<file path="config.mk">
export PLATFORM = sky130hd
export DESIGN_NAME = zero_order_hold_resampler
export DESIGN_NICKNAME = d
export VERILOG_FILES = /design/src/hw/rtl/zohr_pkg.sv /design/src/hw/rtl/zero_order_hold_resampler.sv /design/src/hw/rtl/zohr_alu.sv
export SDC_FILE = /design/constraint.sdc
export NUM_CORES = 1
export LEC_CHECK = 0
export BUFFER_PORTS_ARGS = -buffer_cell sky130_fd_sc_hd__buf_2
export CAP_MARGIN = 30
export CORE_MARGIN = 2
export CORE_UTILIZATION = 53
export DETAILED_ROUTE_END_ITERATION = 10
export PLACE_DENSITY_LB_ADDON = 0.12
export RECOVER_POWER = 50
export REMOVE_ABC_BUFFERS = 1
export SLEW_MARGIN = 0
export SYNTH_ARGS = -nofsm -noshare
export SYNTH_HDL_FRONTEND = slang
export SYNTH_HIERARCHICAL = 1
export SYNTH_SLANG_ARGS = --single-unit
</file>
<file path="constraint.sdc">
create_clock -name i_clk -period 5.8 [get_ports i_clk]
set_input_delay 0.58 -clock i_clk [delete_from_list [all_inputs] [get_ports i_clk]]
set_output_delay 0.58 -clock i_clk [all_outputs]
set_load 0.02 [all_outputs]
</file>
<file path="src/hw/rtl/zohr_pkg.sv">
// Package for the zero-order-hold resampler.
// Holds the request types, the state and mode codes and the fixed constants.
// No dependencies.
package zohr_pkg;

    localparam logic [14:0] RATE_3K      = 15'd3000;
    localparam logic [14:0] RATE_4K      = 15'd4000;
    localparam logic [15:0] DOUBLE_STATE = 16'd2;
    localparam logic [4:0]  MAX_COPIES   = 5'd16;
    localparam logic [14:0] RATE_RESET   = 15'd8000;

    localparam logic [1:0] REG_IN_RATE  = 2'd0;
    localparam logic [1:0] REG_OUT_RATE = 2'd1;
    localparam logic [1:0] REG_BUDGET   = 2'd2;

    typedef struct packed {
        logic [7:0] sample;
        logic       packet_start;
    } t_in_item;

    typedef struct packed {
        logic [7:0] out_sample;
        logic       last_copy;
    } t_out_item;

    typedef enum logic [1:0] {
        ST_IDLE,
        ST_ADD,
        ST_CHECK
    } t_state;

    typedef enum logic [1:0] {
        MODE_PASS,
        MODE_34,
        MODE_ACC
    } t_mode;

    typedef enum logic [1:0] {
        ALU_ADD_OUT,
        ALU_SUB_IN,
        ALU_INC
    } t_alu_op;

    typedef struct packed {
        logic [15:0] value;
        logic        flag;
    } t_alu_res;

endpackage

</file>
<file path="src/hw/rtl/zero_order_hold_resampler.sv">
// Zero-order-hold resampler: repeats or drops 8-bit samples to convert rates.
// Each accepted request passes through ST_ADD (accumulator mode only) and then
// ST_CHECK, which registers its copies to the output and can be held by an output
// stall. No new request is taken until the last copy is registered to the output.
// A request that falls in a stopped packet is dropped and yields nothing.
// Reset is synchronous and active low; registers return to 8000 Hz rates and
// the budget to twice PACKET_BYTES, saturated at 1023.
module zero_order_hold_resampler #(
    parameter int PACKET_BYTES = 256
) (
    input  logic                 i_clk,
    input  logic                 i_rst_n,
    input  logic                 i_in_valid,
    output logic                 o_in_stall,
    input  zohr_pkg::t_in_item   i_in_data,
    output logic                 o_out_valid,
    input  logic                 i_out_stall,
    output zohr_pkg::t_out_item  o_out_data,
    input  logic                 psel,
    input  logic                 penable,
    input  logic                 pwrite,
    input  logic [3:0]           paddr,
    input  logic [31:0]          pwdata,
    output logic [31:0]          prdata,
    output logic                 pready
);

    localparam int BUDGET_FULL = 2 * PACKET_BYTES;
    localparam logic [9:0] BUDGET_RESET = (BUDGET_FULL > 1023) ? 10'd1023
                                                               : 10'(BUDGET_FULL);

    zohr_pkg::t_state   r_state, n_state;
    zohr_pkg::t_mode    r_mode, n_mode;
    logic [14:0]        r_in_rate;
    logic [14:0]        r_tgt_rate;
    logic [9:0]         r_budget;
    logic [15:0]        r_acc, n_acc;
    logic [9:0]         r_cnt, n_cnt;
    logic               r_stopped, n_stopped;
    logic [4:0]         r_num, n_num;
    logic               r_pend, n_pend;
    logic               r_dbl, n_dbl;
    logic [7:0]         r_sample, n_sample;
    logic               r_out_valid, n_out_valid;
    zohr_pkg::t_out_item r_out, n_out;

    zohr_pkg::t_alu_op  w_op;
    zohr_pkg::t_alu_res w_alu;
    logic               w_cfg_wr;
    logic [1:0]         w_idx;
    logic               w_slot;
    logic               w_want;
    logic               w_go;

    assign pready   = 1'b1;
    assign w_idx    = paddr[3:2];
    assign w_cfg_wr = psel && penable && pwrite && pready;

    always_comb begin
        unique case (w_idx)
            zohr_pkg::REG_IN_RATE:  prdata = {17'd0, r_in_rate};
            zohr_pkg::REG_OUT_RATE: prdata = {17'd0, r_tgt_rate};
            zohr_pkg::REG_BUDGET:   prdata = {22'd0, r_budget};
            default:                prdata = 32'd0;
        endcase
    end

    always_ff @(posedge i_clk) begin
        if (!i_rst_n) begin
            r_in_rate  <= zohr_pkg::RATE_RESET;
            r_tgt_rate <= zohr_pkg::RATE_RESET;
            r_budget   <= BUDGET_RESET;
        end else if (w_cfg_wr) begin
            unique case (w_idx)
                zohr_pkg::REG_IN_RATE:  r_in_rate  <= pwdata[14:0];
                zohr_pkg::REG_OUT_RATE: r_tgt_rate <= pwdata[14:0];
                zohr_pkg::REG_BUDGET:   r_budget   <= pwdata[9:0];
                default: begin
                end
            endcase
        end
    end

    zohr_alu u_alu (
        .i_op       (w_op),
        .i_acc      (r_acc),
        .i_in_rate  (r_in_rate),
        .i_tgt_rate (r_tgt_rate),
        .o_res      (w_alu)
    );

    assign o_in_stall  = (r_state != zohr_pkg::ST_IDLE);
    assign o_out_valid = r_out_valid;
    assign o_out_data  = r_out;
    assign w_slot      = !r_out_valid || !i_out_stall;
    assign w_go        = !r_pend || w_slot;

    always_comb begin
        n_state     = r_state;
        n_mode      = r_mode;
        n_acc       = r_acc;
        n_cnt       = r_cnt;
        n_stopped   = r_stopped;
        n_num       = r_num;
        n_pend      = r_pend;
        n_dbl       = r_dbl;
        n_sample    = r_sample;
        n_out_valid = r_out_valid && i_out_stall;
        n_out       = r_out;
        w_op        = zohr_pkg::ALU_ADD_OUT;
        w_want      = 1'b0;

        unique case (r_state)
            zohr_pkg::ST_IDLE: begin
                if (i_in_valid) begin
                    n_sample = i_in_data.sample;
                    n_num    = 5'd0;
                    n_pend   = 1'b0;
                    n_dbl    = 1'b0;
                    if (i_in_data.packet_start) begin
                        n_cnt     = 10'd0;
                        n_stopped = 1'b0;
                    end
                    if (r_in_rate == r_tgt_rate) begin
                        n_mode = zohr_pkg::MODE_PASS;
                    end else if (r_in_rate == zohr_pkg::RATE_3K &&
                                 r_tgt_rate == zohr_pkg::RATE_4K) begin
                        n_mode = zohr_pkg::MODE_34;
                    end else begin
                        n_mode = zohr_pkg::MODE_ACC;
                    end
                    if (!(r_stopped && !i_in_data.packet_start)) begin
                        n_state = (n_mode == zohr_pkg::MODE_ACC) ? zohr_pkg::ST_ADD
                                                                 : zohr_pkg::ST_CHECK;
                    end
                end
            end
            zohr_pkg::ST_ADD: begin
                w_op    = zohr_pkg::ALU_ADD_OUT;
                n_acc   = w_alu.value;
                n_state = zohr_pkg::ST_CHECK;
            end
            zohr_pkg::ST_CHECK: begin
                unique case (r_mode)
                    zohr_pkg::MODE_PASS: begin
                        w_want = (r_num == 5'd0);
                    end
                    zohr_pkg::MODE_34: begin
                        w_op   = zohr_pkg::ALU_INC;
                        w_want = (r_num == 5'd0) || (r_num == 5'd1 && r_dbl);
                    end
                    zohr_pkg::MODE_ACC: begin
                        w_op   = zohr_pkg::ALU_SUB_IN;
                        w_want = w_alu.flag && (r_num < zohr_pkg::MAX_COPIES);
                    end
                    default: begin
                        w_want = 1'b0;
                    end
                endcase

                if (w_go) begin
                    if (r_pend) begin
                        n_out_valid          = 1'b1;
                        n_out.out_sample     = r_sample;
                        n_out.last_copy      = 1'b1;
                    end
                    if (w_want && r_cnt < r_budget) begin
                        if (r_pend) begin
                            n_out.last_copy = 1'b0;
                        end
                        n_pend = 1'b1;
                        n_cnt  = r_cnt + 10'd1;
                        n_num  = r_num + 5'd1;
                        unique case (r_mode)
                            zohr_pkg::MODE_34: begin
                                if (r_num == 5'd0) begin
                                    n_dbl = (r_acc == zohr_pkg::DOUBLE_STATE);
                                    if (r_acc != zohr_pkg::DOUBLE_STATE) begin
                                        n_acc = w_alu.value;
                                    end
                                end else begin
                                    n_acc = 16'd0;
                                end
                            end
                            zohr_pkg::MODE_ACC: begin
                                n_acc = w_alu.value;
                            end
                            default: begin
                            end
                        endcase
                    end else begin
                        if (w_want) begin
                            n_stopped = 1'b1;
                        end
                        n_pend  = 1'b0;
                        n_state = zohr_pkg::ST_IDLE;
                    end
                end
            end
            default: begin
                n_state = zohr_pkg::ST_IDLE;
            end
        endcase
    end

    always_ff @(posedge i_clk) begin
        if (!i_rst_n) begin
            r_state     <= zohr_pkg::ST_IDLE;
            r_mode      <= zohr_pkg::MODE_PASS;
            r_acc       <= 16'd0;
            r_cnt       <= 10'd0;
            r_stopped   <= 1'b0;
            r_num       <= 5'd0;
            r_pend      <= 1'b0;
            r_dbl       <= 1'b0;
            r_out_valid <= 1'b0;
        end else begin
            r_state     <= n_state;
            r_mode      <= n_mode;
            r_acc       <= n_acc;
            r_cnt       <= n_cnt;
            r_stopped   <= n_stopped;
            r_num       <= n_num;
            r_pend      <= n_pend;
            r_dbl       <= n_dbl;
            r_out_valid <= n_out_valid;
        end
    end

    always_ff @(posedge i_clk) begin
        r_sample <= n_sample;
        r_out    <= n_out;
    end

endmodule

</file>
<file path="src/hw/rtl/zohr_alu.sv">
// Shared phase arithmetic unit of the zero-order-hold resampler.
// One 17-bit adder/subtractor for rate add, rate subtract and counter step.
// Depends on zohr_pkg.
module zohr_alu (
    input  zohr_pkg::t_alu_op  i_op,
    input  logic [15:0]        i_acc,
    input  logic [14:0]        i_in_rate,
    input  logic [14:0]        i_tgt_rate,
    output zohr_pkg::t_alu_res o_res
);

    logic [16:0] w_b;
    logic        w_sub;
    logic [16:0] w_sum;

    always_comb begin
        w_sub = 1'b0;
        unique case (i_op)
            zohr_pkg::ALU_ADD_OUT: begin
                w_b = {2'b00, i_tgt_rate};
            end
            zohr_pkg::ALU_SUB_IN: begin
                w_b   = {2'b00, i_in_rate};
                w_sub = 1'b1;
            end
            zohr_pkg::ALU_INC: begin
                w_b = 17'd1;
            end
            default: begin
                w_b = 17'd0;
            end
        endcase
        w_sum = w_sub ? ({1'b0, i_acc} - w_b) : ({1'b0, i_acc} + w_b);

        // Flag is the carry for additions and "no borrow" (acc >= rate) for subtraction.
        o_res.flag = w_sub ? ~w_sum[16] : w_sum[16];
        if (i_op == zohr_pkg::ALU_ADD_OUT && w_sum[16]) begin
            o_res.value = 16'hFFFF;
        end else begin
            o_res.value = w_sum[15:0];
        end
    end

endmodule

</file>
# Yosys cells after proc, flatten, opt, wreduce, memory -nomap -nowiden
# Index checks and enable logic that the tools add are counted.
classes:
  addsub: 4
  magnitude_cmp: 2
  eq_ne: 26
  mux: 56
  n_bitwise: 1
  reduce_logical: 37
ops:
  columns: ["cell", "n"]
  rows:
  - ["15-bit one-hot mux with 3 select lines", 2]
  - ["16-bit 2-to-1 mux", 5]
  - ["16-bit one-hot mux with 2 select lines", 2]
  - ["10-bit 2-to-1 mux", 4]
  - ["15-bit by 12-bit equality test with 1-bit output (second input constant)", 2]
  - ["1-bit 2-to-1 mux", 21]
  - ["2-bit 2-to-1 mux", 10]
  - ["10-bit one-hot mux with 2 select lines", 1]
  - ["16-bit by 15-bit adder with 17-bit output", 1]
  - ["17-bit 2-to-1 mux", 1]
  - ["16-bit by 15-bit subtractor with 17-bit output", 1]
  - ["16-bit by 2-bit equality test with 1-bit output (second input constant)", 1]
  - ["16-bit by 2-bit inequality test with 1-bit output (second input constant)", 1]
  - ["2-bit inequality test (second input constant)", 8]
  - ["15-bit equality test", 1]
  - ["5-bit 2-to-1 mux", 3]
  - ["6-bit AND reduction", 2]
  - ["10-bit by 1-bit adder with 10-bit output (second input constant)", 1]
  - ["2-bit equality test (second input constant)", 5]
  - ["10-bit < comparator", 1]
  - ["5-bit one-hot mux with 2 select lines", 1]
  - ["2-bit AND reduction", 5]
  - ["5-bit AND reduction", 2]
  - ["1-bit logical AND", 9]
  - ["other kinds (19)", 36]
totals:
  regBits: 96
  output_inout_bits: 44

# Depth between registers and ports, before layout
# Gate-level depths: netlist (run 1).
depth:
  word_depth: 16
  ltp_mapped: 31
  depth_no_buf: 26

# Hierarchy
# The synthesis (run 1) kept the hierarchy.
by_module_without_submodules:
  columns: ["mod", "n_inst", "cells_each", "area_per_inst_um2"]
  rows:
  - ["zero_order_hold_resampler", 1, 586, 4919.7]
  - ["zohr_alu", 1, 237, 1586.5]

# Worst setup path after synthesis (run 1)
# OpenSTA, ideal clock, no wires.
synth_timing:
  path_type: "reg2reg"
  start: "register r_state[0]"
  end: "register r_acc[15]"
  setup_ns: 0.118
  t_arrival_ns: 5.656
  required_ns: 5.682
  path_slack_ns: 0.026
  stages_incl_launch_ff: 31
  period_less_slack_ns: 5.774
  path_cell_list: "dfxtp_1 -> inv_1 -> ha_1 -> inv_1 -> clkbuf_1 -> nor2_1 -> buf_6 -> clkbuf_1 -> mux2_2 -> nand2_1 -> ha_1 -> a21boi_2 -> o31ai_1 -> nor2_1 -> mux2i_1 -> a221oi_1 -> ha_1 -> o21ai_0 -> a21o_1 -> o31ai_2 -> xnor2_1 -> or4bb_1 -> o21ai_2 -> o211a_1 -> and2_4 -> buf_6 -> inv_2 -> a211o_1 -> buf_6 -> buf_12 -> mux2i_1"
synth_lines:
  columns: ["element", "line", "rtl"]
  rows:
  - ["from (decl)", "zero_order_hold_resampler.sv:32", "zohr_pkg::t_state r_state, n_state;"]
  - ["from (signal assigned)", "zero_order_hold_resampler.sv:208", "r_state <= zohr_pkg::ST_IDLE;"]
  - ["from (signal assigned)", "zero_order_hold_resampler.sv:218", "r_state <= n_state;"]
  - ["to (signal assigned)", "zero_order_hold_resampler.sv:220", "r_acc <= n_acc;"]
  - ["to (decl)", "zero_order_hold_resampler.sv:37", "logic [15:0] r_acc, n_acc;"]

==> results of run 1 <==
## Yosys cell counts (all sizes together), types with 7 or more instances
cell	count
nor4	11
xnor2	14
a31oi	11
edfxtp	17
dfxtp	79
o211ai	7
a221oi	7
nand2	177
nor3	16
mux2i	35
o21a	8
xor2	15
a21oi	60
inv	33
o21ai	42
clkbuf	31
nand2b	9
nand3	35
a211oi	9
nand4	7
nor2	43
buf	24
ha	33
## through the flow
step / area (um^2) / cells / power (mW)
after global placement: 6814 / 1001 / 1.679
after floorplan: 6238 / 784 / 1.480
after detailed placement: 6819 / 1002 / 1.705
after CTS: 7133 / 1018 / 2.342
after global routing: 7287 / 1029 / 2.525
final: 7287 / 1029 / 2.376
## flip-flops by register name, indices dropped and copies added, names as in the netlist, named ones only
| register | cells |
|---|---|
| r_cnt | 10 |
| r_num | 5 |
| r_dbl | 1 |
| r_mode | 2 |
| r_stopped | 1 |
| r_sample | 8 |
| r_pend | 1 |
| r_tgt_rate | 15 |
| o_out_data | 8 |
| r_acc | 16 |
| r_in_rate | 15 |
| r_state | 2 |
| o_out_valid | 1 |
| r_budget | 10 |
## repair_timing
| action | CTS | global route |
|---|---|---|
| buffers inserted | 0 | 11 |
| gates resized for setup | 0 | 22 |
| endpoints found under the setup margin | 0 | 24 |
## per-layer routing
| layer | vias up | global-route usage (%) | wire length [um] |
|---|---|---|---|
| met4 | 0 | 8.916 | 299 |
| met2 | 186 | 44.46 | 8523 |
| met5 | - | 0 | 0 |
| met3 | 30 | 5.799 | 891 |
| met1 | 2904 | 35.27 | 7952 |
| li1 | 3009 | - | - |
## logic make-up after synthesis
family	after synthesis	share of synthesized area, %
other cells	2	0.1154
flops	96	32.15
xor+xnor	29	3.904
compound gates	186	18.60
buf+inv	89	7.000
simple gates	347	25.33
mux	40	6.250
fa+ha+maj	34	6.654
## cells in the final DEF, fill, tap and decap left out, types with 4 or more instances in the layout
| master | n |
|---|---|
| o41ai_1 | 5 |
| buf_4 | 19 |
| nand3_1 | 34 |
| xnor2_1 | 13 |
| nor3_1 | 14 |
| inv_1 | 31 |
| clkbuf_1 | 13 |
| a31oi_1 | 10 |
| nor2b_1 | 5 |
| or4_1 | 4 |
| o21a_1 | 8 |
| or3_1 | 6 |
| nand4_1 | 7 |
| and2_1 | 4 |
| a221oi_1 | 4 |
| edfxtp_1 | 17 |
| nor4_1 | 10 |
| a21o_1 | 4 |
| and3_1 | 4 |
| xor2_1 | 15 |
| buf_2 | 47 |
| nand2_1 | 177 |
| clkbuf_16 | 9 |
| conb_1 | 18 |
| o211ai_1 | 6 |
| nand2b_1 | 9 |
| ha_1 | 32 |
| a21oi_1 | 59 |
| a211oi_1 | 8 |
| o21ai_0 | 38 |
| mux2_2 | 5 |
| dfxtp_1 | 79 |
| mux2i_1 | 35 |
| nor2_1 | 41 |
## where the power goes
group          total [mW]  internal, mW  switching (mW)
sequential          0.801         0.746          0.0551
clock               0.629         0.353           0.276
combinational       0.946         0.393           0.553
total                2.38          1.49           0.884
## worst max path at each step
stage	to	from	depth (start not counted)	slack, ps
2_1_floorplan	r_acc[0]	r_state[0]	24	-1320
3_3_place_gp	r_acc[11]	r_state[0]	25	250
3_5_place_dp	r_acc[2]	r_state[0]	25	130
4_1_cts	r_acc[2]	r_state[0]	25	80
5_1_grt	r_acc[3]	r_state[0]	27	-70
6_report	r_acc[3]	r_state[0]	27	200
## cell type report
type / instances / area share (%)
Multi-Input combinational cell: 654 / 56.35
Sequential cell: 96 / 28.71
Timing Repair Buffer: 82 / 6.319
Clock buffer: 10 / 3.280
Tap cell: 147 / 2.524
Inverter: 34 / 1.786
Clock inverter: 6 / 1.030
==> impl_metrics.json, run 1 <==
{
  "status": "finished clean",
  "critPathMaxFanout": 16,
  "worstSkewPairLatency_ps": 350,
  "hold_viol_final": 0,
  "synth_top_area_share_pct": 24.31,
  "reg2reg_to": "r_acc[3]",
  "num-fill-cells": 1097,
  "synth_async_sr_flop_share_pct": 0,
  "clock_path_buffers": 2,
  "crit_type": "flop to flop",
  "seqCellArea_mm2": 0.002092,
  "finClkSkew_ps": 6.348,
  "cts_tree": "built",
  "rr_startpoint": "r_state[0]",
  "grt_pass1_wl_um": 28650,
  "hold_buffers": 0,
  "vdd_drop_max_v": 0.0002142,
  "finalSetupViolCount": 0,
  "nNetsFinal": 963,
  "finalCritPeriodShare_pct": 96.54,
  "cts_sinks": 96,
  "ys_types": 80,
  "cts-buffers-inserted": 9,
  "min_from": "i_in_data[4]",
  "rrSetupSlack_ps": 200,
  "syn_area_mm2": 0.006506,
  "grt_pass1_vias": 5761,
  "finalCoreUtilization_pct": 60.67,
  "hold_end": "r_sample[3]",
  "critical-path-top-delay-family": "compound AO/OA/AOI/OAI gates",
  "synth_top_area_cell": "dfxtp_1",
  "drc": 0,
  "cellPowerDensity_mw_per_mm2": 326.1,
  "min_period_ps": 5599,
  "tns_ps": 0,
  "fmax_mhz": 178.6,
  "fin_hold_ws_ps": 406.7,
  "crit_path_top_delay_cell": "or4bb_4",
  "synth_edf_count": 17,
  "finalWorstSetupSlack_ps": 200.8,
  "synthFlopType": "dfxtp_1",
  "fp.dieW_um": 114.8,
  "endpoint_kind": "flop",
  "synth_area_leaders": "dfxtp_1, nand2_1, edfxtp_1",
  "io_pins": 96,
  "synth-seq-cells": 96,
  "drt_iter0_markers": 601,
  "avgSynthCellArea_um2": 7.906,
  "cts.clk_slew.worst_paths_ps": 70,
  "worstPathRequired_ps": 6030,
  "worst-path-buf-inv": 5,
  "hold_depth": 1,
  "grt_max_degree": 44,
  "critPathArrivalTime_ps": 5830,
  "place.gp.congestion": 0.9340,
  "p_leak_nw": 2.996,
  "vias": 6129,
  "yosysWarningCount": 6,
  "synth.yosys.seq_area_share_pct": 32.15,
  "wl_per_cell_um": 17.17,
  "coreArea_mm2": 0.01201,
  "cpPeakStageDelay_ps": 500,
  "drt_first_pass_iters": 5,
  "r2r_cells": 27,
  "startpoint_type": "flop",
  "initial_core_util_pct": 54.17,
  "hold_class": "primary input to flop",
  "drtAntennaViolNets": 0,
  "drive_gt1_share_pct": 14.17,
  "htree_levels": 3,
  "antenna_found_initial": 0,
  "n_antenna_cell": 0,
  "pre_cts_ws_ps": 129.1,
  "grt_use_total_pct": 26.93,
  "area_growth_pct": 12.00,
  "die_area_mm2": 0.01318,
  "rows": 40,
  "gr-total-overflow": 0,
  "avgViaCountPerCell": 5.956,
  "worst_pin_slew_ps": 1388,
  "dpl.hpwl_um": 12500,
  "multi_input_area_mm2": 0.004106,
  "max_cap_viol_count": 0,
  "chipHeight_um": 114.8,
  "portBuffers": 58,
  "clock-root-buffer": "clkbuf_16",
  "max_slew_margin_pct": 7.462,
  "synth_cells": 823,
  "routed_wl_um": 17670,
  "slew_viol_final": 0
}
Note: power is estimated with default switching activity, not from simulation.
==> run 2, diff against run 1 <==
PLACE_DENSITY = 0.88   (was unset)
PLACE_DENSITY_LB_ADDON = unset   (was 0.12)
==> impl_metrics.json, run 2 (synthesized netlist as in run 1, its figures left out) <==
{
  "post_dp_cell_area_mm2": 0.006800,
  "vias": 6283,
  "final_common_cell": "nand2_1",
  "drtAntennaViolNets": 0,
  "worst_pin_slew_ps": 1321,
  "cts-buffers-inserted": 9,
  "cts_tree": "built",
  "max_slew_margin_pct": 11.95,
  "antenna_found_initial": 0,
  "crit_type": "flop to flop",
  "largestRegisters": "r_acc: 16 flops, r_in_rate: 15 flops, r_tgt_rate: 15 flops",
  "status": "finished clean",
  "critPathArrivalTime_ps": 5790,
  "pwr-share-clk_pct": 27.4,
  "drive_gt1_share_pct": 13.24,
  "htree_levels": 3,
  "sw_frac_of_total_pct": 37.05,
  "cts_sinks": 96,
  "endpoint_kind": "flop",
  "finalSetupViolCount": 0,
  "fmax_mhz": 180.1,
  "chipHeight_um": 114.8,
  "wl_per_cell_um": 16.33,
  "startpoint_type": "flop",
  "cellPowerDensity_mw_per_mm2": 328.9,
  "worstPathRequired_ps": 6040,
  "clock-root-buffer": "clkbuf_16",
  "n_antenna_cell": 0,
  "crit_path_top_delay_cell": "or4bb_4",
  "routed_wl_um": 16700,
  "coreArea_mm2": 0.01201,
  "drc": 0,
  "slew_viol_final": 0,
  "grt_pass1_vias": 5505,
  "dpl.hpwl_um": 11500,
  "tns_ps": 0,
  "avgViaCountPerCell": 6.142,
  "p_leak_nw": 2.980,
  "area_growth_pct": 11.31,
  "fp.dieW_um": 114.8,
  "rows": 40,
  "cts.clk_slew.worst_paths_ps": 70,
  "final_cell_mix": "nand2_1, dfxtp_1, a21oi_1",
  "io_pins": 96,
  "final_area_mm2": 0.007242,
  "p_sw_uw": 882.4,
  "grt_use_total_pct": 24.65,
  "worstSkewPairLatency_ps": 360,
  "die_area_mm2": 0.01318,
  "critPathMaxFanout": 16,
  "finClkSkew_ps": 9.355,
  "hold_viol_final": 0,
  "cpPeakStageDelay_ps": 500,
  "nNetsFinal": 957,
  "sequentialPowerShare_pct": 33.7,
  "clock_path_buffers": 2,
  "drt_iter0_markers": 562,
  "largest_reg_flops": 16,
  "portBuffers": 58,
  "drt_first_pass_iters": 6,
  "initial_core_util_pct": 54.17,
  "max_cap_viol_count": 0,
  "min_period_ps": 5551,
  "gr-total-overflow": 0,
  "finalCritPeriodShare_pct": 95.71,
  "grt_max_degree": 44,
  "hold_class": "primary input to flop",
  "vdd_drop_max_v": 0.0002689,
  "grt_pass1_wl_um": 26220,
  "intPower_mw": 1.499,
  "combPwrFrac_pct": 38.9,
  "max_flop_register": "r_acc",
  "place.gp.congestion": 0.9180
}
[run 2: cell types whose count changed in the layout (fill, tap and decap cells not counted), sizes merged]
cell / change
clkinv: -1
clkinvlp: -1
buf: -6
clkbuf: +2
[run 2: final cells by class]
cell class / count / area, um^2
Sequential cell: 96 / 2092
Clock inverter: 4 / 56.30
Clock buffer: 12 / 267.8
Inverter: 34 / 127.6
Timing Repair Buffer: 76 / 415.4
Fill cell: 1051 / 4770
Multi-Input combinational cell: 654 / 4099
Tap cell: 147 / 183.9
[run 2: worst max-delay path, delay by kind of cell (launching register included)]
family                     cells  cell delay [ps]
AOI/OAI and AO/OA             11             1980
xor gates and xnor gates       1              200
adders and majority gates      3              700
buffers and inverters          4              480
DFF                            1              330
muxes                          2              410
and+or+nand+nor                5             1310
[run 2: power by group through the flow]
stage	combinational, mW	clock, mW	sequential [mW]
2_1_floorplan	0.682	0	0.798
3_3_place_gp	0.853	0	0.811
3_5_place_dp	0.876	0	0.814
4_1_cts	0.883	0.660	0.801
5_1_grt	1.02	0.682	0.809
6_report	0.927	0.652	0.803
[run 2: final timing paths]
path | from | end | slack (ps) | depth (start not counted)
worst max register to register | r_state[0] | r_acc[4] | 250 | 26
worst min register to register | r_sample[2] | o_out_data[3] | 420 | 0
worst min-delay path | i_in_data[4] | r_sample[3] | 400 | 1
worst max-delay path | r_state[0] | r_acc[4] | 250 | 26
[run 2: stage by stage]
step / total power, mW / std cells / util, % / setup slack, ps / hold slack (ps)
after floorplan: 1.480 / 784 / - / -1324 / 400.3
after global placement: 1.663 / 1000 / 56.61 / 145.1 / 400.9
after detailed placement: 1.690 / 1000 / 56.61 / 8.153 / 404.5
after CTS: 2.344 / 1016 / 59.34 / 41.61 / 390.0
after global routing: 2.508 / 1023 / 60.29 / -45.57 / 388.5
final: 2.382 / 1023 / 60.29 / 248.6 / 401.2
[run 2: per-layer routing]
layer  vias up  wire length (um)  track usage [%]
li1       2993                 -                -
met1      2941              6987            31.91
met2       314              7979            41.07
met3        35              1338            5.008
met4         0               399            8.835
met5         -                 0                0
[run 2: repair_timing]
action | CTS | global route
setup endpoints to repair | 1 | 29
resized for setup | 1 | 18
buffers inserted | 0 | 6
pin swaps | 0 | 6
hold buffers | 0 | 0
